--- src/design/lesf_pkg.sv ---
// Shared types and constants for the largest empty square finder.
// No dependencies; every other file in design/ refers to this package.

package lesf_pkg;

  localparam int CHAR_W   = 8;
  localparam int DIM_W    = 11;
  localparam int CFG_W    = 11;
  localparam int ROW_W    = 10;
  localparam int COL_W    = 10;
  localparam int SIZE_W   = 11;
  localparam int EPOCH_W  = 8;
  localparam int CFG_IDX_W = 2;

  localparam int MAX_COLS_DEF = 1024;
  localparam int MAX_ROWS_DEF = 1024;

  localparam logic [CHAR_W-1:0] EMPTY_CHAR_RST = 8'd46;
  localparam logic [DIM_W-1:0]  GRID_DIM_RST   = 11'd1024;

  localparam logic [CFG_IDX_W-1:0] CFG_EMPTY_CHAR = 2'd0;
  localparam logic [CFG_IDX_W-1:0] CFG_GRID_ROWS  = 2'd1;
  localparam logic [CFG_IDX_W-1:0] CFG_GRID_COLS  = 2'd2;

  typedef struct packed {
    logic is_empty;
    logic grid_end;
  } cell_ctl_t;

  typedef struct packed {
    logic clearing;
    logic epoch_full;
  } lb_stat_t;

endpackage

--- src/design/lesf_core.sv ---
// Square size update for one cell, best-square tracking and the result register.
// Depends on lesf_pkg.

module lesf_core #(
  parameter int MAX_ROWS = lesf_pkg::MAX_ROWS_DEF,
  parameter int MAX_COLS = lesf_pkg::MAX_COLS_DEF,
  localparam int RW      = (MAX_ROWS > 1) ? $clog2(MAX_ROWS) : 1,
  localparam int CW      = (MAX_COLS > 1) ? $clog2(MAX_COLS) : 1,
  localparam int MAX_DIM = (MAX_ROWS < MAX_COLS) ? MAX_ROWS : MAX_COLS,
  localparam int SZ_W    = $clog2(MAX_DIM + 1),
  localparam int XW0     = (RW > CW) ? RW : CW,
  localparam int XW      = ((XW0 > SZ_W) ? XW0 : SZ_W) + 1
) (
  input  logic                        clk,
  input  logic                        rst_n,
  input  logic                        s1_valid,
  input  lesf_pkg::cell_ctl_t         s1_ctl,
  input  logic [CW-1:0]               s1_col,
  input  logic [RW-1:0]               s1_row,
  input  logic [SZ_W-1:0]             up_size,
  output logic                        adv,
  output logic [SZ_W-1:0]             cell_size,
  input  logic                        out_stall,
  output logic                        out_valid,
  output logic [lesf_pkg::ROW_W-1:0]  out_best_row,
  output logic [lesf_pkg::COL_W-1:0]  out_best_col,
  output logic [lesf_pkg::SIZE_W-1:0] out_best_size
);

  logic [SZ_W-1:0] left_r, diag_r;
  logic [SZ_W-1:0] left_sz, diag_sz, min_a, min_b;
  logic [XW-1:0]   size_x, r1_x, c1_x, tr_x, tc_x;
  logic [RW-1:0]   top_row;
  logic [CW-1:0]   top_col;
  logic            better;
  logic [SZ_W-1:0] best_size_r, best_size_nxt;
  logic [RW-1:0]   best_row_r, best_row_nxt;
  logic [CW-1:0]   best_col_r, best_col_nxt;
  logic            out_valid_r, out_valid_nxt;
  logic [lesf_pkg::ROW_W-1:0]  out_row_r;
  logic [lesf_pkg::COL_W-1:0]  out_col_r;
  logic [lesf_pkg::SIZE_W-1:0] out_size_r;

  assign adv = s1_valid && (!s1_ctl.grid_end || !out_valid_r || !out_stall);

  always_comb begin
    left_sz = (s1_col == '0) ? '0 : left_r;
    diag_sz = (s1_col == '0) ? '0 : diag_r;
    min_a   = (up_size < left_sz) ? up_size : left_sz;
    min_b   = (min_a < diag_sz) ? min_a : diag_sz;
    r1_x    = XW'(s1_row) + XW'(1);
    c1_x    = XW'(s1_col) + XW'(1);
    size_x  = s1_ctl.is_empty ? (XW'(min_b) + XW'(1)) : '0;
    if (size_x > r1_x) begin
      size_x = r1_x;
    end
    if (size_x > c1_x) begin
      size_x = c1_x;
    end
    tr_x    = r1_x - size_x;
    tc_x    = c1_x - size_x;
  end

  assign cell_size = SZ_W'(size_x);
  assign top_row   = RW'(tr_x);
  assign top_col   = CW'(tc_x);

  assign better = (cell_size != '0) &&
                  ((cell_size > best_size_r) ||
                   ((cell_size == best_size_r) &&
                    ((top_row < best_row_r) ||
                     ((top_row == best_row_r) && (top_col < best_col_r)))));

  always_comb begin
    best_size_nxt = better ? cell_size : best_size_r;
    best_row_nxt  = better ? top_row   : best_row_r;
    best_col_nxt  = better ? top_col   : best_col_r;
    out_valid_nxt = out_valid_r && out_stall;
    if (adv && s1_ctl.grid_end) begin
      out_valid_nxt = 1'b1;
    end
  end

  always_ff @(posedge clk) begin
    if (!rst_n) begin
      best_size_r <= '0;
      best_row_r  <= '0;
      best_col_r  <= '0;
      out_valid_r <= 1'b0;
    end else begin
      out_valid_r <= out_valid_nxt;
      if (adv) begin
        if (s1_ctl.grid_end) begin
          best_size_r <= '0;
          best_row_r  <= '0;
          best_col_r  <= '0;
        end else begin
          best_size_r <= best_size_nxt;
          best_row_r  <= best_row_nxt;
          best_col_r  <= best_col_nxt;
        end
      end
    end
  end

  always_ff @(posedge clk) begin
    if (adv) begin
      left_r <= cell_size;
      diag_r <= up_size;
      if (s1_ctl.grid_end) begin
        out_row_r  <= lesf_pkg::ROW_W'(best_row_nxt);
        out_col_r  <= lesf_pkg::COL_W'(best_col_nxt);
        out_size_r <= lesf_pkg::SIZE_W'(best_size_nxt);
      end
    end
  end

  assign out_valid     = out_valid_r;
  assign out_best_row  = out_row_r;
  assign out_best_col  = out_col_r;
  assign out_best_size = out_size_r;

endmodule

--- config.mk ---
export PLATFORM = sky130hd
export DESIGN_NAME = lesf_core
export DESIGN_NICKNAME = d
export VERILOG_FILES = /design/src/design/lesf_pkg.sv /design/src/design/lesf_core.sv
export SDC_FILE = /design/constraint.sdc
export NUM_CORES = 1
export LEC_CHECK = 0
export BUFFER_PORTS_ARGS = -buffer_cell sky130_fd_sc_hd__buf_2
export CAP_MARGIN = 15
export CORE_MARGIN = 5
export CORE_UTILIZATION = 61
export DETAILED_ROUTE_END_ITERATION = 10
export HOLD_SLACK_MARGIN = 0.05
export PLACE_DENSITY = 0.9
export SKIP_CTS_REPAIR_TIMING = 1
export SLEW_MARGIN = 10
export SYNTH_ARGS = -nofsm -noshare
export SYNTH_HDL_FRONTEND = slang
export SYNTH_SLANG_ARGS = --single-unit
--- constraint.sdc ---
create_clock -name clk -period 16.5 [get_ports clk]
set_input_delay 0 -clock clk [delete_from_list [all_inputs] [get_ports clk]]
set_output_delay 0 -clock clk [all_outputs]
set_load 0.005 [all_outputs]
# --- Word-level counts from Yosys, hierarchy flattened ---
# Index checks and enable logic that the tools add are counted.
word_totals:
  word_cells: 53
  regBits: 85
  output_inout_bits: 44
  input_bits: 37
op_classes:
  eq_ne: 2
  muxes: 14
  addsub: 5
  order_cmp: 7
  n_reduce_logical: 16
op_table:
  columns: ["cell", "n"]
  rows:
  - ["11-bit two-way mux", 7]
  - ["10-bit two-way mux", 4]
  - ["12-bit by 11-bit greater-than comparator with 1-bit output", 2]
  - ["12-bit two-way mux", 2]
  - ["10-bit by 1-bit adder with 11-bit output (second input constant)", 2]
  - ["11-bit less-than comparator", 2]
  - ["10-bit less-than comparator", 2]
  - ["10-bit subtractor", 2]
  - ["11-bit by 1-bit adder with 12-bit output (second input constant)", 1]
  - ["11-bit equality test", 1]
  - ["11-bit greater-than comparator", 1]
  - ["11-bit nonzero test", 1]
  - ["10-bit equality test", 1]
  - ["10-bit logical NOT", 1]
  - ["1-bit logical AND", 6]
  - ["1-bit logical OR", 4]
  - ["1-bit logical NOT", 3]
  - ["2-bit AND reduction", 1]
  - ["1-bit two-way mux", 1]

# --- Logic depth before layout (Yosys ltp) ---
depth:
  word_depth: 21
  ltp_mapped: 75
  depth_no_buf: 67

# --- Worst setup path before layout ---
# No wires, ideal clock.
synth_path:
  path_type: "input to register"
  startpoint: "input s1_col[0]"
  endpoint: "register best_row_r[8]"
  slack_ns: 1.812
  setup_time_ns: 0.092
  t_arrival_ns: 14.596
  t_required_ns: 16.408
  cell_stages: 69
  n_path_buf: 7
  cell_sequence: "inv_1 > ha_1 > nor3b_1 > nand3_2 > clkbuf_1 > clkbuf_1 > buf_1 > nand2_1 > ha_1 > and4_1 > o211ai_2 > a31o_2 > buf_2 > and3_1 > or2_2 > ha_1 > nand4_1 > a2111oi_4 > [33 not listed] > nand2_1 > nand2_1 > o22ai_1 > a311oi_1 > o211ai_1 > a21oi_1 > xor2_1 > inv_1 > ha_1 > nand4_1 > nor2_1 > nand4b_1 > a21oi_1 > a21oi_1 > a2111oi_0 > o21ai_0 > buf_2 > o32ai_1"
synth_via:
  elab_chain_cells: 21
  elab_cells_between_ends: 29
  cone_classes: "4 x add/sub; 7 x order compare; 2 x eq/ne; 9 x mux; 7 x reduce/logical"
synth_lines:
  columns: ["element", "line_no", "text"]
  rows:
  - ["start, declared", "lesf_core.sv:18", "input logic [CW-1:0] s1_col,"]
  - ["10-bit logical NOT", "lesf_core.sv:47, lesf_core.sv:48", null]
  - ["11-bit two-way mux", "lesf_core.sv:47", "left_sz = (s1_col == '0) ? '0 : left_r;"]
  - ["11-bit less-than comparator", "lesf_core.sv:49", "min_a = (up_size < left_sz) ? up_size : left_sz;"]
  - ["11-bit two-way mux", "lesf_core.sv:49", null]
  - ["11-bit less-than comparator", "lesf_core.sv:50", "min_b = (min_a < diag_sz) ? min_a : diag_sz;"]
  - ["11-bit two-way mux", "lesf_core.sv:50", null]
  - ["11-bit by 1-bit adder with 12-bit output", "lesf_core.sv:53", "size_x = s1_ctl.is_empty ? (XW'(min_b) + XW'(1)) : '0;"]
  - ["12-bit two-way mux", "lesf_core.sv:53", null]
  - ["[4 not listed]", null, null]
  - ["named net cell_size[0]", "lesf_core.sv:22", "output logic [SZ_W-1:0] cell_size,"]
  - ["[1 not listed]", null, null]
  - ["10-bit less-than comparator / 10-bit equality test (equally long branches)", "lesf_core.sv:72", "((top_row == best_row_r) && (top_col < best_col_r)))));"]
  - ["1-bit logical AND", "lesf_core.sv:72", null]
  - ["1-bit logical OR", "lesf_core.sv:71", "((top_row < best_row_r) ||"]
  - ["1-bit logical AND", "lesf_core.sv:70", "((cell_size == best_size_r) &&"]
  - ["1-bit logical OR", "lesf_core.sv:69", "((cell_size > best_size_r) ||"]
  - ["1-bit logical AND", "lesf_core.sv:68", "assign better = (cell_size != '0) &&"]
  - ["10-bit two-way mux *", "lesf_core.sv:76", "best_row_nxt = better ? top_row : best_row_r;"]
  - ["10-bit two-way mux *", "lesf_core.sv:93", "if (s1_ctl.grid_end) begin"]
  - ["end signal, assigned", "lesf_core.sv:99", "best_row_r <= best_row_nxt;"]
  - ["end, declared", "lesf_core.sv:37", "logic [RW-1:0] best_row_r, best_row_nxt;"]
# Mark *: on every way through the listed nets, which the timed path passes. The rest lies on a longest branch.
# A chain may end at the register's enable or synchronous reset.

# --- Worst setup path in the final report ---
layout_path:
  startpoint: "register left_r[8]"
  endpoint: "register out_size_r, in the netlist out_best_size[10], data pin"
layout_via:
  elab_chain_cells: 19
  elab_cells_between_ends: 25
  cone_classes: "3 x add/sub; 7 x order compare; 2 x eq/ne; 7 x mux; 6 x reduce/logical"
layout_lines:
  columns: ["element", "line_no", "text"]
  rows:
  - ["start, declared", "lesf_core.sv:30", "logic [SZ_W-1:0] left_r, diag_r;"]
  - ["start signal, assigned", "lesf_core.sv:108", "left_r <= cell_size;"]
  - ["11-bit two-way mux *", "lesf_core.sv:47", null]
  - ["11-bit less-than comparator", "lesf_core.sv:49", null]
  - ["11-bit two-way mux *", "lesf_core.sv:49", null]
  - ["11-bit less-than comparator", "lesf_core.sv:50", null]
  - ["11-bit two-way mux *", "lesf_core.sv:50", null]
  - ["11-bit by 1-bit adder with 12-bit output *", "lesf_core.sv:53", null]
  - ["12-bit two-way mux *", "lesf_core.sv:53", null]
  - ["12-bit by 11-bit greater-than comparator with 1-bit output", "lesf_core.sv:54", "if (size_x > r1_x) begin"]
  - ["[4 not listed]", null, null]
  - ["10-bit less-than comparator / 10-bit equality test (equally long branches)", "lesf_core.sv:72", null]
  - ["1-bit logical AND", "lesf_core.sv:72", null]
  - ["1-bit logical OR", "lesf_core.sv:71", null]
  - ["1-bit logical AND", "lesf_core.sv:70", null]
  - ["1-bit logical OR", "lesf_core.sv:69", null]
  - ["1-bit logical AND", "lesf_core.sv:68", null]
  - ["11-bit two-way mux *", "lesf_core.sv:75", "best_size_nxt = better ? cell_size : best_size_r;"]
  - ["named net best_size_nxt[10]", "lesf_core.sv:36", "logic [SZ_W-1:0] best_size_r, best_size_nxt;"]
  - ["end signal, assigned", "lesf_core.sv:113", "out_size_r <= lesf_pkg::SIZE_W'(best_size_nxt);"]
  - ["end, declared", "lesf_core.sv:42", "logic [lesf_pkg::SIZE_W-1:0] out_size_r;"]
# Marks and branches as above.

==> summary.txt <==
core area: 0.0126 mm^2
Layout area overhead: 14.4%
DR iter-0 viols: 1,013
area of the multi-input gates: 0.00518 mm^2
EDFF count, synth: 53
Worst-Skew Late Latency: 0.35 ns
Rel. slew slack: 33.0%
FF-to-FF path depth: 65
kind of critical path: flip-flop to flip-flop
WP data required: 16.61 ns
placer congestion estimate: 1.03
Stages on worst setup path: 65
I/O pins: 81
min Tclk post-route: 15.58 ns
first-pass GRT wire length: 35,700 um
row cnt: 41
slowest cell on the critical path: or4_1
cell taking the most area after synthesis: edfxtp_1
Clock Path Buffers: 2
delay-heaviest family, CP: compound AO/OA/AOI/OAI gates
CTS Buf Count: 9
most common flop cell mapped by yosys: edfxtp_1
number of synthesized register bits: 85
Post-DP HPWL: 17,600 um
initial antenna violation count: 0
die height: 123 um
CP Capture Type: flip-flop
Starting Density: 62.2%
CTS tree: yes
Post-DRT Antenna Nets: 0
fin area: 0.00898 mm^2
final hold violations: 0
cell mode on critical path: ha_1
GRT Resource Usage Total: 30.3%
Worst EP arrival: 15.69 ns
n_diodes: 0
final wirelength: 23,900 um
FF-to-FF setup slack: 0.92 ns
crit path buf inv count: 8
Clock Skews: 0.0106 ns
Fmax achieved: 0.0642 GHz
full die area: 0.0152 mm^2
Final period util: 94.5%
hold path endpoint: best_col_r[0]
clock root cell: clkbuf_16
Buffers on Ports: 80
outcome: finished, final reports clean
Crit path largest cell delay: 0.46 ns
vias per cell: 6.67
gr ovfl total: 0
measured slew at the worst slew-check pin: 1.00 ns
min-delay src: s1_col[0]
Hold Path Cell Cnt: 3
Yosys top cell area share: 20.3%
placed cell areas: 0.00844 mm^2
vias in the first global route: 6,941
FF/Latch Area: 0.00223 mm^2
depth of the CTS H-tree: 3
crit start category: flip-flop
final setup violating endpoints: 0
synth top area cells: edfxtp_1 20%, ha_1 15%, dfxtp_1 8.2%
final net count: 1,093
crit-path max FO: 22
Pins Over Slew Limit: 0
Max Cap Viol: 0
Distinct cells, synth: 85
drt drc: 0
die width: 123 um
Seq/Total Area, Yosys: 28.4%
routed via count: 7,600
reg2reg end: out_best_size[10]
Syn Nets: 1,002
Mapped Cells: 871
Synth Warn #: 0
area of the mapped netlist: 0.00785 mm^2
share of cells above drive strength 1: 17.6%
Async SR Flop Fraction: 0%
largest net degree at the start of global routing: 32
syn_area_per_cell: 9.01 um^2
Num Clock Sinks: 85
Reg-to-Reg Start: left_r[8]
wire per inst: 21.0 um
Worst Hold Class: input pin to flip-flop
clock slew at reported path FFs: 0.07 ns
TritonRoute pass-1 iters: 6
FILL cells: 930
## how the worst max path moves through the flow
stage	start	to
floorplan	s1_col[0]	best_row_r[8]
global placement	s1_col[0]	out_best_row[4]
detailed placement	s1_col[0]	out_best_row[5]
CTS	s1_col[0]	out_best_row[3]
global route	s1_col[0]	out_best_col[8]
finish	left_r[8]	out_best_size[10]
## sequential cells by signal, summed over array words and instances (netlist names)
signal         count
out_best_row      10
best_row_r        10
out_best_col      10
left_r            11
out_best_size     11
diag_r            11
out_valid          1
best_col_r        10
best_size_r       11
## cells by family (layout without fill, tap and decap cells)
logic type	after synthesis	count (layout)	synth area share [%]
compound gates	245	245	24.9
xor+xnor	40	40	4.46
fa+ha+maj	94	94	15.2
buf+inv	120	216	6.31
flops	85	85	28.4
mux	41	41	5.45
simple gates	246	246	15.3
## metal layers
metal	up-vias	share of wire [%]	global-route usage, %
met5	-	0	0
met4	0	4.2	10.7
met3	113	12	6.72
met2	536	44	46.6
met1	3513	40	41.9
li1	3438	-	-
## metrics by stage
stage | utilization, % | std cells | setup TNS [ns] | setup WS [ns] | hold slack, ns
after CTS | 69.3 | 1123 | 0 | 0.941 | -0.132
after detailed placement | 66.8 | 1107 | 0 | 0.722 | 0.235
final | 71.2 | 1139 | 0 | 0.915 | 0.120
after global routing | 71.2 | 1139 | -0.764 | -0.155 | 0.151
after global placement | 66.8 | 1107 | 0 | 1.08 | 0.236
after floorplan | - | 871 | 0 | 1.81 | 0.0989
## placed cells by master (no fill, tap or decap), drive strengths merged, types with 4 or more instances in the layout
cell / synthesis / routed
inv: 91 / 93
a2111oi: 8 / 8
edfxtp: 53 / 53
and3: 7 / 7
clkbuf: 11 / 9
nor2b: 6 / 6
a31oi: 12 / 12
nor2: 42 / 42
dlygate4sd3: 0 / 13
and2: 7 / 7
a32o: 9 / 9
o31ai: 14 / 14
a311oi: 4 / 4
nand3: 40 / 40
a21oi: 52 / 52
o21a: 24 / 24
xnor2: 17 / 17
a21o: 17 / 17
a21boi: 4 / 4
a211oi: 7 / 7
mux2i: 27 / 27
xor2: 23 / 23
or2: 9 / 9
nor3: 9 / 9
o21ai: 35 / 35
nand2: 86 / 86
clkinv: 2 / 6
buf: 16 / 94
mux2: 14 / 14
o32ai: 13 / 13
dfxtp: 32 / 32
a211o: 4 / 4
nor4: 4 / 4
a31o: 4 / 4
o211a: 4 / 4
ha: 92 / 92
nand4: 22 / 22
o211ai: 10 / 10
nand2b: 4 / 4
## final cells by class
| type | instances | share of cell area (%) |
|---|---|---|
| Tap cell | 172 | 2.40 |
| Clock buffer | 9 | 2.51 |
| Multi-Input combinational cell | 666 | 57.7 |
| Clock inverter | 7 | 0.906 |
| Inverter | 93 | 3.89 |
| Timing Repair Buffer | 107 | 7.75 |
| Sequential cell | 85 | 24.9 |
## synthesized netlist by cell type, types with 4 or more instances
cell type	count
a211o_1	4
a211oi_1	5
a21boi_0	4
a21o_1	17
a21oi_1	50
a311oi_1	4
a31oi_1	11
a32o_1	9
and2_1	7
and3_1	7
buf_2	6
buf_4	4
clkbuf_1	11
dfxtp_1	32
edfxtp_1	53
ha_1	92
inv_1	91
mux2_1	11
mux2i_1	27
nand2_1	85
nand2b_1	4
nand3_1	39
nand4_1	22
nor2_1	41
nor2b_1	6
nor3_1	9
o211ai_1	7
o21a_1	24
o21ai_0	30
o21ai_1	4
o31ai_2	11
o32ai_1	4
o32ai_2	9
or2_2	8
xnor2_1	17
xor2_1	23
## tightest hold or removal path, cell delays in order
cell	delay, ns
buf_2	0.11
ha_1	0.20
o32ai_2	0.10
Power is left out: the tool's default activity adds up to more than one toggle a clock period on the data nets, which glitch-free logic cannot reach.
