==> config.mk <==
export PLATFORM = sky130hd
export DESIGN_NAME = lesf_scan
export DESIGN_NICKNAME = d
export VERILOG_FILES = /design/src/design/lesf_pkg.sv /design/src/design/lesf_scan.sv
export SDC_FILE = /design/constraint.sdc
export NUM_CORES = 1
export LEC_CHECK = 0
export ABC_AREA = 1
export BUFFER_PORTS_ARGS = -buffer_cell sky130_fd_sc_hd__buf_2
export CAP_MARGIN = 5
export CORE_ASPECT_RATIO = 0.8
export CORE_UTILIZATION = 52
export DETAILED_ROUTE_END_ITERATION = 8
export PLACE_DENSITY = 0.78
export SETUP_SLACK_MARGIN = 0.05
export SKIP_LAST_GASP = 1
export SLEW_MARGIN = 20
export SYNTH_ARGS = -nofsm -noshare
export SYNTH_HDL_FRONTEND = slang
export SYNTH_SLANG_ARGS = --single-unit
==> constraint.sdc <==
create_clock -name clk -period 2.9 [get_ports clk]
set_input_delay 0.58 -clock clk [delete_from_list [all_inputs] [get_ports clk]]
set_output_delay 0.58 -clock clk [all_outputs]
set_load 0.02 [all_outputs]
==> src/design/lesf_pkg.sv <==
// Shared types and constants for the largest empty square finder.
// No dependencies; every other file in design/ refers to this package.

package lesf_pkg;

  localparam int CHAR_W   = 8;
  localparam int DIM_W    = 11;
  localparam int CFG_W    = 11;
  localparam int ROW_W    = 10;
  localparam int COL_W    = 10;
  localparam int SIZE_W   = 11;
  localparam int EPOCH_W  = 8;
  localparam int CFG_IDX_W = 2;

  localparam int MAX_COLS_DEF = 1024;
  localparam int MAX_ROWS_DEF = 1024;

  localparam logic [CHAR_W-1:0] EMPTY_CHAR_RST = 8'd46;
  localparam logic [DIM_W-1:0]  GRID_DIM_RST   = 11'd1024;

  localparam logic [CFG_IDX_W-1:0] CFG_EMPTY_CHAR = 2'd0;
  localparam logic [CFG_IDX_W-1:0] CFG_GRID_ROWS  = 2'd1;
  localparam logic [CFG_IDX_W-1:0] CFG_GRID_COLS  = 2'd2;

  typedef struct packed {
    logic is_empty;
    logic grid_end;
  } cell_ctl_t;

  typedef struct packed {
    logic clearing;
    logic epoch_full;
  } lb_stat_t;

endpackage

==> src/design/lesf_scan.sv <==
// Front end: grid position counters, request acceptance and the cell register.
// Depends on lesf_pkg.

module lesf_scan #(
  parameter int MAX_ROWS = lesf_pkg::MAX_ROWS_DEF,
  parameter int MAX_COLS = lesf_pkg::MAX_COLS_DEF,
  localparam int RW  = (MAX_ROWS > 1) ? $clog2(MAX_ROWS) : 1,
  localparam int CW  = (MAX_COLS > 1) ? $clog2(MAX_COLS) : 1,
  localparam int RW1 = RW + 1,
  localparam int CW1 = CW + 1
) (
  input  logic                         clk,
  input  logic                         rst_n,
  input  logic [lesf_pkg::CHAR_W-1:0]  empty_char,
  input  logic [lesf_pkg::DIM_W-1:0]   grid_rows,
  input  logic [lesf_pkg::DIM_W-1:0]   grid_cols,
  input  logic                         in_valid,
  input  logic [lesf_pkg::CHAR_W-1:0]  in_cell_req,
  output logic                         in_stall,
  input  lesf_pkg::lb_stat_t           lb_stat,
  input  logic                         adv,
  output logic                         accept,
  output logic [CW-1:0]                rd_addr,
  output logic                         s1_valid,
  output lesf_pkg::cell_ctl_t          s1_ctl,
  output logic [CW-1:0]                s1_col,
  output logic [RW-1:0]                s1_row
);

  logic [CW-1:0]       col_cnt_r, col_cnt_nxt;
  logic [RW-1:0]       row_cnt_r, row_cnt_nxt;
  logic [CW1-1:0]      cols_eff;
  logic [RW1-1:0]      rows_eff;
  logic                last_col, last_row;
  logic                s1_valid_r, s1_valid_nxt;
  lesf_pkg::cell_ctl_t s1_ctl_r;
  logic [CW-1:0]       s1_col_r;
  logic [RW-1:0]       s1_row_r;

  always_comb begin
    if (grid_cols == '0) begin
      cols_eff = CW1'(1);
    end else if (32'(grid_cols) > MAX_COLS) begin
      cols_eff = CW1'(MAX_COLS);
    end else begin
      cols_eff = CW1'(grid_cols);
    end
    if (grid_rows == '0) begin
      rows_eff = RW1'(1);
    end else if (32'(grid_rows) > MAX_ROWS) begin
      rows_eff = RW1'(MAX_ROWS);
    end else begin
      rows_eff = RW1'(grid_rows);
    end
  end

  assign last_col = (CW1'(col_cnt_r) + CW1'(1)) >= cols_eff;
  assign last_row = (RW1'(row_cnt_r) + RW1'(1)) >= rows_eff;

  assign in_stall = lb_stat.clearing ||
                    (s1_valid_r && (!adv || (s1_ctl_r.grid_end && lb_stat.epoch_full)));
  assign accept   = in_valid && !in_stall;
  assign rd_addr  = col_cnt_r;

  always_comb begin
    col_cnt_nxt  = col_cnt_r;
    row_cnt_nxt  = row_cnt_r;
    s1_valid_nxt = s1_valid_r;
    if (accept) begin
      s1_valid_nxt = 1'b1;
      if (last_col) begin
        col_cnt_nxt = '0;
        row_cnt_nxt = last_row ? '0 : row_cnt_r + RW'(1);
      end else begin
        col_cnt_nxt = col_cnt_r + CW'(1);
      end
    end else if (adv) begin
      s1_valid_nxt = 1'b0;
    end
  end

  always_ff @(posedge clk) begin
    if (!rst_n) begin
      col_cnt_r  <= '0;
      row_cnt_r  <= '0;
      s1_valid_r <= 1'b0;
    end else begin
      col_cnt_r  <= col_cnt_nxt;
      row_cnt_r  <= row_cnt_nxt;
      s1_valid_r <= s1_valid_nxt;
    end
  end

  always_ff @(posedge clk) begin
    if (accept) begin
      s1_ctl_r.is_empty <= (in_cell_req == empty_char);
      s1_ctl_r.grid_end <= last_col && last_row;
      s1_col_r          <= col_cnt_r;
      s1_row_r          <= row_cnt_r;
    end
  end

  assign s1_valid = s1_valid_r;
  assign s1_ctl   = s1_ctl_r;
  assign s1_col   = s1_col_r;
  assign s1_row   = s1_row_r;

endmodule

=== Word-level counts from Yosys, hierarchy flattened ===
Index checks and enable logic that the tools add are counted.

* Output and inout bits: 35
* Bits in registers: 43
* Memories: 0
* Bits in latches: 0
* Bits in writable memories: 0
* Memory bits (read-only): 0
* Logic and storage cells: 36

* Reduce and logical (&&, ||, !) cells: 12
* Order comparisons: 4
* Add/sub/neg operators: 4
* Divide/modulo/power cells: 0
* Shift-type cells: 0
* Multiplexer cells: 8
* Bitwise operators: 0
* Equality and inequality tests: 1
* $mul: 0

{| class="wikitable"
|+ Operators by type and width
! operator !! count
|-
| $mux W11 || 4
|-
| $add A10 B1 Y11 const B || 2
|-
| $ge A11 B11 Y1 || 2
|-
| $gt A11 B11 Y1 const B || 2
|-
| $logic_not A11 Y1 || 2
|-
| $add A10 B1 Y10 const B || 2
|-
| $mux W10 || 2
|-
| $eq A8 B8 Y1 || 1
|-
| $logic_and A1 B1 Y1 || 4
|-
| $logic_not A1 Y1 || 2
|-
| $logic_or A1 B1 Y1 || 2
|-
| $mux W1 || 2
|-
| $reduce_and A2 Y1 || 1
|-
| $reduce_bool A2 Y1 || 1
|}

=== Logic depth before layout (Yosys ltp) ===
Gate-level depths: netlist of the first run.

* Word-level depth: 7
* Gate-level depth with buffers: 19
* Depth with buffers taken out: 18

=== Worst setup path before layout of the first run ===
No wires, ideal clock.

* Path kind: flip-flop to flip-flop
* Start point: register col_cnt_r[0] (netlist: rd_addr[0])
* End point: register s1_ctl_r (netlist bit s1_ctl[0]), data pin
* Arrival time: 2205 ps
* Setup slack: 426 ps
* Clock period less this slack: 2474 ps
* Cell stages (with the launch flop): 17
* Setup time: 269 ps
* Buffers on the path: 1
* Cells stage by stage: dfxtp_1 ha_1 nand3_1 inv_1 nand3_1 xor2_1 inv_1 ha_1 nand2_1 inv_1 nand2_1 nand2_1 nand2_1 nand3_1 nor2_2 buf_6 a21oi_1

* Longest elaborated chain between the ends: 3

{| class="wikitable"
|+ RTL lines
! element !! line !! source
|-
| from (decl) || lesf_scan.sv:30 || <nowiki>logic [CW-1:0] col_cnt_r, col_cnt_nxt;</nowiki>
|-
| from (signal assigned) || lesf_scan.sv:88 || <nowiki>col_cnt_r <= col_cnt_nxt;</nowiki>
|-
| $add A10 B1 Y11 || lesf_scan.sv:57 || <nowiki>assign last_col = (CW1'(col_cnt_r) + CW1'(1)) >= cols_eff;</nowiki>
|-
| $ge A11 B11 Y1 || lesf_scan.sv:57 ||
|-
| $logic_and A1 B1 Y1 || lesf_scan.sv:97 || <nowiki>s1_ctl_r.grid_end <= last_col && last_row;</nowiki>
|-
| to (decl) || lesf_scan.sv:36 || <nowiki>lesf_pkg::cell_ctl_t s1_ctl_r;</nowiki>
|}

No other way between the ends.
A chain may end at the register's enable or synchronous reset.

=== Worst setup path after layout of the first run ===
* Start point: register row_cnt_r[1]
* End point: register row_cnt_r[4]

* Longest elaborated chain between the ends: 3

{| class="wikitable"
|+ RTL lines
! element !! line !! source
|-
| from (decl) || lesf_scan.sv:31 || <nowiki>logic [RW-1:0] row_cnt_r, row_cnt_nxt;</nowiki>
|-
| from (signal assigned) || lesf_scan.sv:89 || <nowiki>row_cnt_r <= row_cnt_nxt;</nowiki>
|-
| $add A10 B1 Y11 || lesf_scan.sv:58 || <nowiki>assign last_row = (RW1'(row_cnt_r) + RW1'(1)) >= rows_eff;</nowiki>
|-
| $ge A11 B11 Y1 || lesf_scan.sv:58 ||
|-
| $mux W10 (*) || lesf_scan.sv:73 || <nowiki>row_cnt_nxt = last_row ? '0 : row_cnt_r + RW'(1);</nowiki>
|}

Every way passes the cells marked *; elsewhere a longest branch is shown, timed or not.

==> metrics.log, run 1 <==
[metrics] total congestion overflow after global routing: 0
[metrics] area enclosed by the die boundary: around 0.0055 mm2
[metrics] Synth top area share: 24.33%
[metrics] critical register-to-register path startpoint: row_cnt_r[1]
[metrics] post-DR vias/cell: ~5.1
[metrics] Period minus WS final: 2659 ps
[metrics] slowest stage delay, CP: between 400 and 500 ps
[metrics] top flip-flop cell by instance count after synthesis: sky130_fd_sc_hd__edfxtp_1
[metrics] status: finished, final reports clean
[metrics] relative max-transition margin: 72.82%
[metrics] sw frac: a little over a quarter
[metrics] min-delay worst type: flop to flop
[metrics] Net Count, Synth: ~420
[metrics] Floorplan Core Area: about 0.005 mm2
[metrics] clk buf depth: 2
[metrics] Tot GR Track Use: between 20 and 25%
[metrics] CP Max Fanout: 5
[metrics] average footprint of a synthesized cell: between 7 and 8 um2
[metrics] Setup CP Type: flop to flop
[metrics] Horiz. Die Dim: between 80 and 90 um
[metrics] worst hold path cell count: 0
[metrics] switching power summed over all nets: ~340 uW
[metrics] commonest cells in the synthesized netlist: 98 x sky130_fd_sc_hd__nand2_1, 44 x sky130_fd_sc_hd__nor2_1, 40 x sky130_fd_sc_hd__inv_1, 32 x sky130_fd_sc_hd__nand3_1, 24 x sky130_fd_sc_hd__ha_1
[metrics] element type at the critical path start: flop
[metrics] slack of the worst reg-to-reg path: roughly 240 ps
[metrics] number of DRC markers in iteration 0: about 160
[metrics] antenna violations before repair: 0
[metrics] Crit Reg-Reg Endpoint: row_cnt_r[4]
[metrics] clock-pin slew of the registers on the worst-case setup and hold paths: 80 ps
[metrics] share of layout cells above drive strength 1: between 20% and 30%
[metrics] Clock H-tree levels: 2
[metrics] area added between synthesis and finish: 21.80%
[metrics] final hold violation count: 0
[metrics] Hold Path End: s1_row[9]
[metrics] WL final: 6379 um
[metrics] Max rail drop VDD: 0.3189 mV
[metrics] CTS Buf Count: 5
[metrics] main area contributors after synthesis: sky130_fd_sc_hd__edfxtp_1 24%, sky130_fd_sc_hd__dfxtp_1 15%, sky130_fd_sc_hd__nand2_1 14%
[metrics] vias in the first global route: approximately 2.2k
[metrics] power density over the cells: between 300 and 400 mW/mm2
[metrics] drt wl/cell: 12.68 um
[metrics] Reg power frac: between 50 and 60%
[metrics] vertical extent of the die: 66.63 um
[metrics] cell with the largest stage delay on the worst path: sky130_fd_sc_hd__dfxtp_1
[metrics] Setup violations, final: 0
[metrics] count of flip-flops with a built-in enable after synthesis: 22
[metrics] cell type with the largest total area after synthesis: sky130_fd_sc_hd__edfxtp_1
[metrics] number of pins exceeding their max-slew limit in the final report: 0
[metrics] detailed-route via count: between 2k and 3k
[metrics] maximum frequency from static timing analysis: 376.1 MHz
[metrics] Gate power share: between 10% and 20%
[metrics] post-CTS repair timing setup buffer count: 0
[metrics] Post-DP HPWL: between 4000 and 5000 um
[metrics] pin count of the biggest net entering global routing: 34
[metrics] count of input and output buffers: slightly below 80
[metrics] share of total power in the clock network: a little under a third
[metrics] mapped cell area: ~0.0027 mm2
[metrics] source of the worst hold timing path: row_cnt_r[9]
[metrics] most used standard cell by instance count after synthesis: sky130_fd_sc_hd__nand2_1
[metrics] CTS sink cnt: between 40 and 50
[metrics] I/O pin count: 79
[metrics] Initial Util: a little over half
[metrics] fraction of synthesis flops using an asynchronous set or reset pin: 0%
[metrics] Routability Congestion: a little over 0.9
[metrics] Rows: 23
[metrics] count of state elements after synthesis: 43
[metrics] worst hold slack across all endpoints: just under 500 ps
[metrics] period utilization: 91.68%
[metrics] Cell variety after synth: 27
[metrics] Clock Skew: approximately 7.6 ps
[metrics] warnings from Yosys: 0
[metrics] number of max-cap violations: 0
[metrics] antenna viol nets, final: 0
[metrics] final routed DRC violation total: 0
[metrics] required time worst endpoint: 3080 ps
[metrics] Clock Root Buffer: sky130_fd_sc_hd__clkbuf_8
[metrics] post-route setup TNS: 0 ps
[metrics] net count reported at finish: roughly 510
[metrics] insertion delay to the later sink of the worst-skew pair: approximately 300 ps
[metrics] Static Leak: 1.647 nW
[metrics] cell count of the worst reg-to-reg path: 16
[metrics] cell breakdown of the critical path: ha_1 > nand2_1 > nor2_2 > nand3_1 > xor2_1 > inv_1 > ha_1 > nand2_1 > nor2_1 > nand3_1 > nand3_1 > nor2_2 > nand3_1 > nand2_1 > nand2_1 > nor2_1
[metrics] CTS tree: yes
[metrics] cell internal pwr: approximately 900 uW
[metrics] kind of end point of the critical path: flop
[metrics] cell count after synthesis: approximately 350
[metrics] sequential area share after synthesis: roughly two fifths
[metrics] slew of the pin with the lowest slew margin: slightly above 400 ps
[metrics] arrival time worst endpoint: 2840 ps
[metrics] first-pass detailed-route iteration total: 4
[metrics] unrepaired setup endpoints after global routing: no
[metrics] antenna diode count: 0
[metrics] global-route wire length before repair: 9991 um
## flip-flops by register name, indices dropped and copies added (netlist names)
register	flops
rd_addr	10
row_cnt_r	10
s1_col	10
s1_ctl	2
s1_row	10
s1_valid	1
## how the worst max path moves through the flow
stage | start | end | slack (ps) | cells after the start
global route | row_cnt_r[1] | row_cnt_r[9] | 40 | 16
floorplan | grid_cols[2] | s1_ctl[0] | 430 | 12
detailed placement | grid_cols[2] | row_cnt_r[4] | 30 | 15
CTS | row_cnt_r[1] | row_cnt_r[9] | 230 | 16
global placement | grid_cols[6] | row_cnt_r[4] | 40 | 15
finish | row_cnt_r[1] | row_cnt_r[4] | 240 | 16
## critical path: cells and delay by family, from the launching register on
family | cells | cell delay, ps
AND/OR/NAND/NOR | 12 | 1320
adder cells (fa/ha/maj) | 2 | 520
flip-flops | 1 | 430
XOR/XNOR | 1 | 200
buffers and inverters | 1 | 60
## power by group through the flow
stage | combinational (mW) | sequential [mW] | clock (mW)
after detailed placement | 0.193 | 0.675 | 0
after floorplan | 0.0974 | 0.695 | 0
after global placement | 0.187 | 0.675 | 0
after global routing | 0.224 | 0.664 | 0.403
after CTS | 0.194 | 0.661 | 0.383
final | 0.198 | 0.662 | 0.376
## per-layer routing
metal  GRT usage (%)  vias to the layer above  part of all wire [%]
li1                -                     1328                     -
met1           34.81                     1151                    47
met2           37.40                       80                    46
met3           3.973                        6                   6.2
met4           7.328                        0                  0.92
met5               0                        -                     0
## cell type report
cell class,count,area (um2)
sequential,43,1082
clock inverter,2,12.51
timing repair buffer,84,435.4
clock buffer,6,72.57
inverter,40,150.1
multi-input combinational,266,1476
fill,444,1700
tap,62,77.57
## stage by stage
step | utilization [%] | instances | worst slack (ps) | total power [mW] | instance area, um2
after floorplan | - | 353 | 425.6 | 0.7919 | 2715
after global placement | 63.67 | 493 | 39.74 | 0.8620 | 3188
after detailed placement | 63.67 | 493 | 25.41 | 0.8681 | 3188
after CTS | 65.37 | 501 | 229.5 | 1.238 | 3273
after global routing | 66.04 | 503 | 35.78 | 1.291 | 3307
final | 66.04 | 503 | 241.2 | 1.236 | 3307
## cells by family (layout without fill, tap and decap cells)
| group | count (synthesis) | in the layout | share of synthesized area (%) |
|---|---|---|---|
| DFF | 43 | 43 | 39.82 |
| and+or+nand+nor | 193 | 195 | 30.23 |
| xor gates and xnor gates | 21 | 21 | 6.774 |
| AOI/OAI and AO/OA | 26 | 26 | 5.115 |
| adders and majority gates | 24 | 24 | 11.06 |
| buffers and inverters | 46 | 132 | 7.005 |
## cells in the final DEF (no fill, tap or decap), types with 2 or more instances in the layout
master | Yosys | routed
sky130_fd_sc_hd__a21oi_1 | 17 | 17
sky130_fd_sc_hd__buf_2 | 2 | 78
sky130_fd_sc_hd__buf_4 | 0 | 6
sky130_fd_sc_hd__clkbuf_8 | 0 | 5
sky130_fd_sc_hd__dfxtp_1 | 21 | 20
sky130_fd_sc_hd__edfxtp_1 | 22 | 22
sky130_fd_sc_hd__ha_1 | 24 | 24
sky130_fd_sc_hd__inv_1 | 40 | 40
sky130_fd_sc_hd__nand2_1 | 98 | 98
sky130_fd_sc_hd__nand3_1 | 32 | 31
sky130_fd_sc_hd__nand3_2 | 1 | 2
sky130_fd_sc_hd__nand4_1 | 4 | 4
sky130_fd_sc_hd__nor2_1 | 44 | 44
sky130_fd_sc_hd__nor2_2 | 4 | 3
sky130_fd_sc_hd__nor2_4 | 1 | 4
sky130_fd_sc_hd__nor3_1 | 2 | 2
sky130_fd_sc_hd__nor4_1 | 4 | 4
sky130_fd_sc_hd__o21ai_0 | 4 | 4
sky130_fd_sc_hd__o21ai_1 | 2 | 2
sky130_fd_sc_hd__xnor2_1 | 9 | 9
sky130_fd_sc_hd__xor2_1 | 12 | 12
## timing repair
| action | CTS | global route |
|---|---|---|
| setup endpoints to repair | 0 | 10 |
| hold buffers | 0 | 0 |
| gates resized for setup | 0 | 6 |
(Power assumes the default switching activity.)
==> inputs of run 2 (changes only) <==
- CORE_UTILIZATION: 52 -> 47
- PLACE_DENSITY: 0.78 -> 0.74
- clock period: 2.9 -> 2.1 ns (I/O delays scaled with it)
==> metrics.log, run 2 (synthesis gave the netlist of run 1 again) <==
[metrics] number of DRC markers in iteration 0: 327 (+110%)
[metrics] arrival time worst endpoint: 2870 ps (+30 ps)
[metrics] post-DR vias/cell: 5.560 (+9.0%)
[metrics] net count reported at finish: 578 (+14%)
[metrics] WL final: 10160 um (+59%)
[metrics] slowest stage delay, CP: 380 ps (-50 ps)
[metrics] worst hold path cell count: 4 (+4)
[metrics] element type at the critical path start: flop
[metrics] Rows: 24 (+4.3%)
[metrics] power density over the cells: 415.5 mW/mm2 (+11%)
[metrics] Hold Path End: s1_valid
[metrics] critical register-to-register path startpoint: row_cnt_r[0]
[metrics] Setup violations, final: 21 (+21)
[metrics] final std cells w/o fill: 589 (+17%)
[metrics] layout filler cell count: 308 (-31%)
[metrics] Static Leak: 2.066 nW (+25%)
[metrics] Clock Root Buffer: sky130_fd_sc_hd__clkbuf_8
[metrics] clk buf depth: 2 (unchanged)
[metrics] Setup CP Type: flop to flop
[metrics] number of max-cap violations: 0 (unchanged)
[metrics] sequential cell area: 0.001105 mm2 (+2.1%)
[metrics] source of the worst hold timing path: adv
[metrics] slack of the worst reg-to-reg path: -560 ps (-800 ps)
[metrics] Period minus WS final: 2661 ps (+2.487 ps)
[metrics] Tot GR Track Use: 27.70% (+3.3 points)
[metrics] violations in the final reports: setup timing
[metrics] antenna viol nets, final: 0 (unchanged)
[metrics] total congestion overflow after global routing: 0 (unchanged)
[metrics] antenna violations before repair: 0 (unchanged)
[metrics] vias in the first global route: 2898 (+35%)
[metrics] area added between synthesis and finish: 64.42%
[metrics] setup slack at placement: -543.5 ps (-568.9 ps)
[metrics] Crit Reg-Reg Endpoint: row_cnt_r[0]
[metrics] setup ws final: -561.3 ps (-802.5 ps)
[metrics] leading cell types in the layout, fill and taps excluded: 80 x sky130_fd_sc_hd__nand2_1, 78 x sky130_fd_sc_hd__buf_2, 69 x sky130_fd_sc_hd__buf_4
[metrics] slew of the pin with the lowest slew margin: 570.9 ps (+163.1 ps)
[metrics] drt wl/cell: 17.25 um (+36%)
[metrics] Max rail drop VDD: 0.3195 mV (+0.18%)
[metrics] first-pass detailed-route iteration total: 5 (+1)
[metrics] required time worst endpoint: 2310 ps (-770 ps)
[metrics] cell breakdown of the critical path: buf_4 > nand3_4 > nor2_4 > nand2_1 > nand2_1 > nand2_1 > inv_1 > ha_1 > nand2_1 > nor2_1 > nand3_2 > nand3_2 > nor2_4 > nand2_2 > nor2_2 > nor2_2 > nor2_1
[metrics] cell count after placement: 568 (+15%)
[metrics] pin count of the biggest net entering global routing: 27 (-21%)
[metrics] share of layout cells above drive strength 1: 53.62% (+30 points)
[metrics] antenna diode count: 0 (unchanged)
[metrics] kind of end point of the critical path: flop
[metrics] min-delay worst type: primary input to flop
[metrics] Routability Congestion: 0.8608 (-6.0%)
[metrics] most common library cell in the layout ignoring fill and taps: sky130_fd_sc_hd__nand2_1
[metrics] relative max-transition margin: 61.90% (-11 points)
[metrics] cell count of the worst reg-to-reg path: 17 (+1)
[metrics] Post-DP HPWL: 5526 um (+15%)
[metrics] Clock H-tree levels: 2 (unchanged)
[metrics] vertical extent of the die: 69.98 um (+5.0%)
[metrics] I/O pin count: 79 (unchanged)
[metrics] area enclosed by the die boundary: 0.006087 mm2 (+10%)
[metrics] CTS Buf Count: 5 (unchanged)
[metrics] status: finished, violations left
[metrics] final routed DRC violation total: 0 (unchanged)
[metrics] global-route wire length before repair: 13130 um (+31%)
[metrics] clock-pin slew of the registers on the worst-case setup and hold paths: 80 ps (about the same)
[metrics] Horiz. Die Dim: 86.98 um (+5.1%)
[metrics] insertion delay to the later sink of the worst-skew pair: 300 ps (about the same)
[metrics] CTS sink cnt: 43 (unchanged)
[metrics] Initial Util: 49.41% (-4.8 points)
[metrics] most common cell type on the critical path: sky130_fd_sc_hd__nand2_1
[metrics] maximum frequency from static timing analysis: 375.8 MHz (about the same)
[metrics] cell with the largest stage delay on the worst path: sky130_fd_sc_hd__dfxtp_4
[metrics] number of pins exceeding their max-slew limit in the final report: 0 (unchanged)
[metrics] final hold violation count: 0 (unchanged)
[metrics] count of input and output buffers: 78 (unchanged)
[metrics] startpoint of the most critical setup path: row_cnt_r[0]
[metrics] unrepaired setup endpoints after global routing: yes
[metrics] period utilization: 126.7% (+35 points)
[metrics] CTS tree: yes
[metrics] Clock Skew: 4.857 ps (-2.731 ps)
[metrics] combined area of the multi-input logic cells: 0.002028 mm2 (+37%)
[metrics] Floorplan Core Area: 0.005495 mm2 (+9.7%)
[metrics] detailed-route via count: 3275 (+28%)
[metrics] CP Max Fanout: 7 (+2)
==> run 2: where the power goes <==
part	total, mW	internal [mW]	switching (mW)
sequential	0.910	0.899	0.0117
clock	0.531	0.233	0.299
combinational	0.413	0.173	0.241
total	1.85	1.30	0.551
==> run 2: cell type report <==
cell class,instances,area share (%)
well taps,78,2.186
inverters,40,3.419
clock inverters,2,0.2803
clock buffers,6,1.626
multi-input cells,266,45.43
flip-flops and latches,43,24.75
repair buffers,154,22.31
==> run 2: critical path, delay by kind of cell (launching register included) <==
| family | cells | cell delay [ps] |
|---|---|---|
| buffers and inverters | 2 | 280 |
| AND/OR/NAND/NOR | 14 | 1610 |
| flip-flops | 1 | 380 |
| adder cells (fa/ha/maj) | 1 | 280 |
==> run 2: what timing repair did <==
item | in CTS | in global routing
gates cloned | 2 | 1
resized for setup | 35 | 72
hold buffers | 0 | 0
pin swaps | 15 | 38
endpoints found under the setup margin | 21 | 21
buffers inserted | 5 | 5
==> run 2: how the worst max path moves through the flow <==
stage / to / slack [ps] / cells after the start
after floorplan: row_cnt_r[4] / -170 / 15
after global placement: row_cnt_r[4] / -410 / 15
after detailed placement: row_cnt_r[4] / -540 / 15
after CTS: row_cnt_r[3] / -230 / 17
after global routing: row_cnt_r[0] / -650 / 17
final: row_cnt_r[0] / -560 / 17
==> run 2: per-layer routing <==
layer  vias up  global-route usage [%]  wire length [um]
li1       1458                       -                 -
met1      1533                   36.04              3844
met2       226                   45.84              4904
met3        58                   6.265               870
met4         0                   7.963               539
met5         -                       0                 0
==> run 2: per-stage QoR <==
stage / hold slack, ps / power, mW / TNS (ps) / instance area, um2 / util (%)
2_1_floorplan: 430.5 / 1.103 / -1684 / 2870 / -
3_3_place_gp: 446.9 / 1.250 / -7843 / 3819 / 69.49
3_5_place_dp: 451.2 / 1.260 / -10250 / 3819 / 69.49
4_1_cts: 437.1 / 1.788 / -4023 / 4109 / 74.77
5_1_grt: 471.7 / 1.923 / -11290 / 4464 / 81.24
6_report: 453.4 / 1.855 / -9322 / 4464 / 81.24
==> inputs of run 3 (changes only) <==
- CTS_CLUSTER_SIZE: unset -> 40
- MAX_ROUTING_LAYER: unset -> met4
==> metrics.log, run 3 (synthesis gave the netlist of run 1 again) <==
[metrics] status: finished, violations left
[metrics] violations in the final reports: setup timing
[metrics] kind of end point of the critical path: flop
[metrics] worst hold slack across all endpoints: 467.8 ps (+14.38 ps)
[metrics] Max rail drop VDD: 0.4152 mV (+30%)
[metrics] CP Max Fanout: 5 (-2)
[metrics] number of pins exceeding their max-slew limit in the final report: 0 (unchanged)
[metrics] CTS tree: yes
[metrics] arrival time worst endpoint: 2760 ps (-110 ps)
[metrics] period utilization: 121.2% (-5.5 points)
[metrics] Routability Congestion: 0.8668 (+0.70%)
[metrics] CTS Buf Count: 5 (unchanged)
[metrics] number of max-cap violations: 0 (unchanged)
[metrics] final std cells w/o fill: 591 (+0.34%)
[metrics] Setup CP Type: flop to flop
[metrics] antenna viol nets, final: 0 (unchanged)
[metrics] most common library cell in the layout ignoring fill and taps: sky130_fd_sc_hd__nand2_1
[metrics] clock-pin slew of the registers on the worst-case setup and hold paths: 80 ps (about the same)
[metrics] Period minus WS final: 2545 ps (-116.0 ps)
[metrics] maximum frequency from static timing analysis: 392.9 MHz (+4.6%)
[metrics] slowest stage delay, CP: 400 ps (+20 ps)
[metrics] final routed DRC violation total: 0 (unchanged)
[metrics] cell count after placement: 568 (unchanged)
[metrics] detailed-route via count: 3269 (-0.18%)
[metrics] Initial Util: 49.41% (unchanged)
[metrics] global-route wire length before repair: 13090 um (-0.31%)
[metrics] count of input and output buffers: 78 (unchanged)
[metrics] total congestion overflow after global routing: 0 (unchanged)
[metrics] drt wl/cell: 17.23 um (-0.10%)
[metrics] unrepaired setup endpoints after global routing: yes
[metrics] most common cell type on the critical path: sky130_fd_sc_hd__nand3_2
[metrics] element type at the critical path start: flop
[metrics] cell breakdown of the critical path: nand2_1 > nor2_1 > nand3_2 > xor2_1 > ha_1 > nand2_2 > a21oi_1 > nor2_2 > nand3_4 > nor2_4 > buf_6 > nand3_2 > a21oi_2
[metrics] min-delay worst type: primary input to flop
[metrics] post-DR vias/cell: 5.531 (-0.52%)
[metrics] power density over the cells: 413.2 mW/mm2 (-0.54%)
[metrics] Floorplan Core Area: 0.005495 mm2 (unchanged)
[metrics] pin count of the biggest net entering global routing: 27 (unchanged)
[metrics] final hold violation count: 0 (unchanged)
[metrics] required time worst endpoint: 2310 ps (about the same)
[metrics] antenna diode count: 0 (unchanged)
[metrics] Post-DP HPWL: 5616 um (+1.6%)
[metrics] first-pass detailed-route iteration total: 7 (+2)
[metrics] I/O pin count: 79 (unchanged)
[metrics] antenna violations before repair: 0 (unchanged)
[metrics] Clock H-tree levels: 2 (unchanged)
[metrics] number of DRC markers in iteration 0: 341 (+4.3%)
[metrics] area enclosed by the die boundary: 0.006087 mm2 (unchanged)
[metrics] cell with the largest stage delay on the worst path: sky130_fd_sc_hd__dfxtp_2
[metrics] Static Leak: 2.097 nW (+1.5%)
[metrics] setup ws final: -445.3 ps (+116.0 ps)
[metrics] leading cell types in the layout, fill and taps excluded: 79 x sky130_fd_sc_hd__nand2_1, 78 x sky130_fd_sc_hd__buf_2, 68 x sky130_fd_sc_hd__buf_4
[metrics] post-route setup TNS: -8044 ps (+1278 ps)
[metrics] Tot GR Track Use: 28.18% (+0.48 points)
[metrics] count of buffering cells on the critical path with inverters included: 1 (-1)
[metrics] largest delay contributor family on the critical path: simple AND/OR/NAND/NOR gates
[metrics] slew of the pin with the lowest slew margin: 567.2 ps (-3.715 ps)
[metrics] area added between synthesis and finish: 65.16%
[metrics] net count reported at finish: 580 (+0.35%)
[metrics] insertion delay to the later sink of the worst-skew pair: 290 ps (about the same)
[metrics] vias in the first global route: 2885 (-0.45%)
[metrics] Rows: 24 (unchanged)
[metrics] Final Power: 1.853 mW (about the same)
[metrics] Horiz. Die Dim: 86.98 um (unchanged)
[metrics] # hold bufs at CTS: 0 (unchanged)
[metrics] share of layout cells above drive strength 1: 52.24% (-1.4 points)
[metrics] vertical extent of the die: 69.98 um (unchanged)
[metrics] Clock Root Buffer: sky130_fd_sc_hd__clkbuf_8
[metrics] Clock Skew: 3.327 ps (-1.530 ps)
[metrics] Setup violations, final: 21 (unchanged)
[metrics] CTS sink cnt: 43 (unchanged)
[metrics] clk buf depth: 2 (unchanged)
[metrics] relative max-transition margin: 62.15% (+0.25 points)
[metrics] final core utilization: 81.60% (+0.36 points)
[metrics] WL final: 10180 um (+0.24%)
[run 3: changes by cell type in the layout (fill, tap and decap cells not counted), moves of 3 or more]
cell / before / now
sky130_fd_sc_hd__a21oi_1: 5 / 8
sky130_fd_sc_hd__a21oi_2: 12 / 9
sky130_fd_sc_hd__dfxtp_1: 12 / 9
sky130_fd_sc_hd__nand2_4: 2 / 5
sky130_fd_sc_hd__nand3_1: 12 / 16
sky130_fd_sc_hd__nor2_1: 30 / 34
sky130_fd_sc_hd__nor2_2: 13 / 4
sky130_fd_sc_hd__nor2_4: 7 / 13
sky130_fd_sc_hd__xor2_1: 5 / 8
sky130_fd_sc_hd__xor2_2: 7 / 4
[run 3: where the power goes]
| part | internal [mW] | switching [mW] |
|---|---|---|
| registers | 0.896 | 0.0107 |
| clock network | 0.233 | 0.288 |
| logic | 0.180 | 0.245 |
| total | 1.31 | 0.544 |
[run 3: layout make-up]
type,instances,area (um2)
repair buffers,155,1020
flip-flops and latches,43,1114
fillers,308,1011
inverters,40,152.6
clock inverters,2,12.51
well taps,78,97.59
multi-input cells,267,2016
clock buffers,6,72.57
[run 3: metrics by stage]
| step | setup slack, ps | area, um2 |
|---|---|---|
| after floorplan | -174.1 | 2870 |
| after global placement | -420.1 | 3819 |
| after detailed placement | -532.9 | 3819 |
| after CTS | -220.2 | 4184 |
| after global routing | -502.6 | 4484 |
| final | -445.3 | 4484 |
[run 3: final timing paths]
check                                   from    endpoint  slack (ps)  cells after the start
worst max-delay path              rd_addr[6]  rd_addr[3]        -450                     13
worst min-delay path                     adv    s1_valid         470                      4
worst max register to register    rd_addr[6]  rd_addr[3]        -450                     13
worst min register to register  row_cnt_r[9]   s1_row[9]         480                      0
[run 3: timing repair]
item,CTS,global route
pin swaps,29,36
gates cloned,4,0
gates resized for setup,47,62
setup buffers,6,5
endpoints found under the setup margin,21,21
[run 3: tightest hold or removal path, delay by kind of cell]
| kind | cells | cell delay, ps |
|---|---|---|
| simple gates | 1 | 110 |
| compound gates | 1 | 80 |
| buf+inv | 2 | 110 |
[run 3: layer usage]
| layer | global-route usage [%] | vias up | wire length [um] |
|---|---|---|---|
| li1 | - | 1470 | - |
| met1 | 37.24 | 1540 | 4146 |
| met2 | 43.48 | 210 | 4768 |
| met3 | 5.674 | 49 | 854 |
| met4 | 8.704 | 0 | 415 |
| met5 | - | - | 0 |
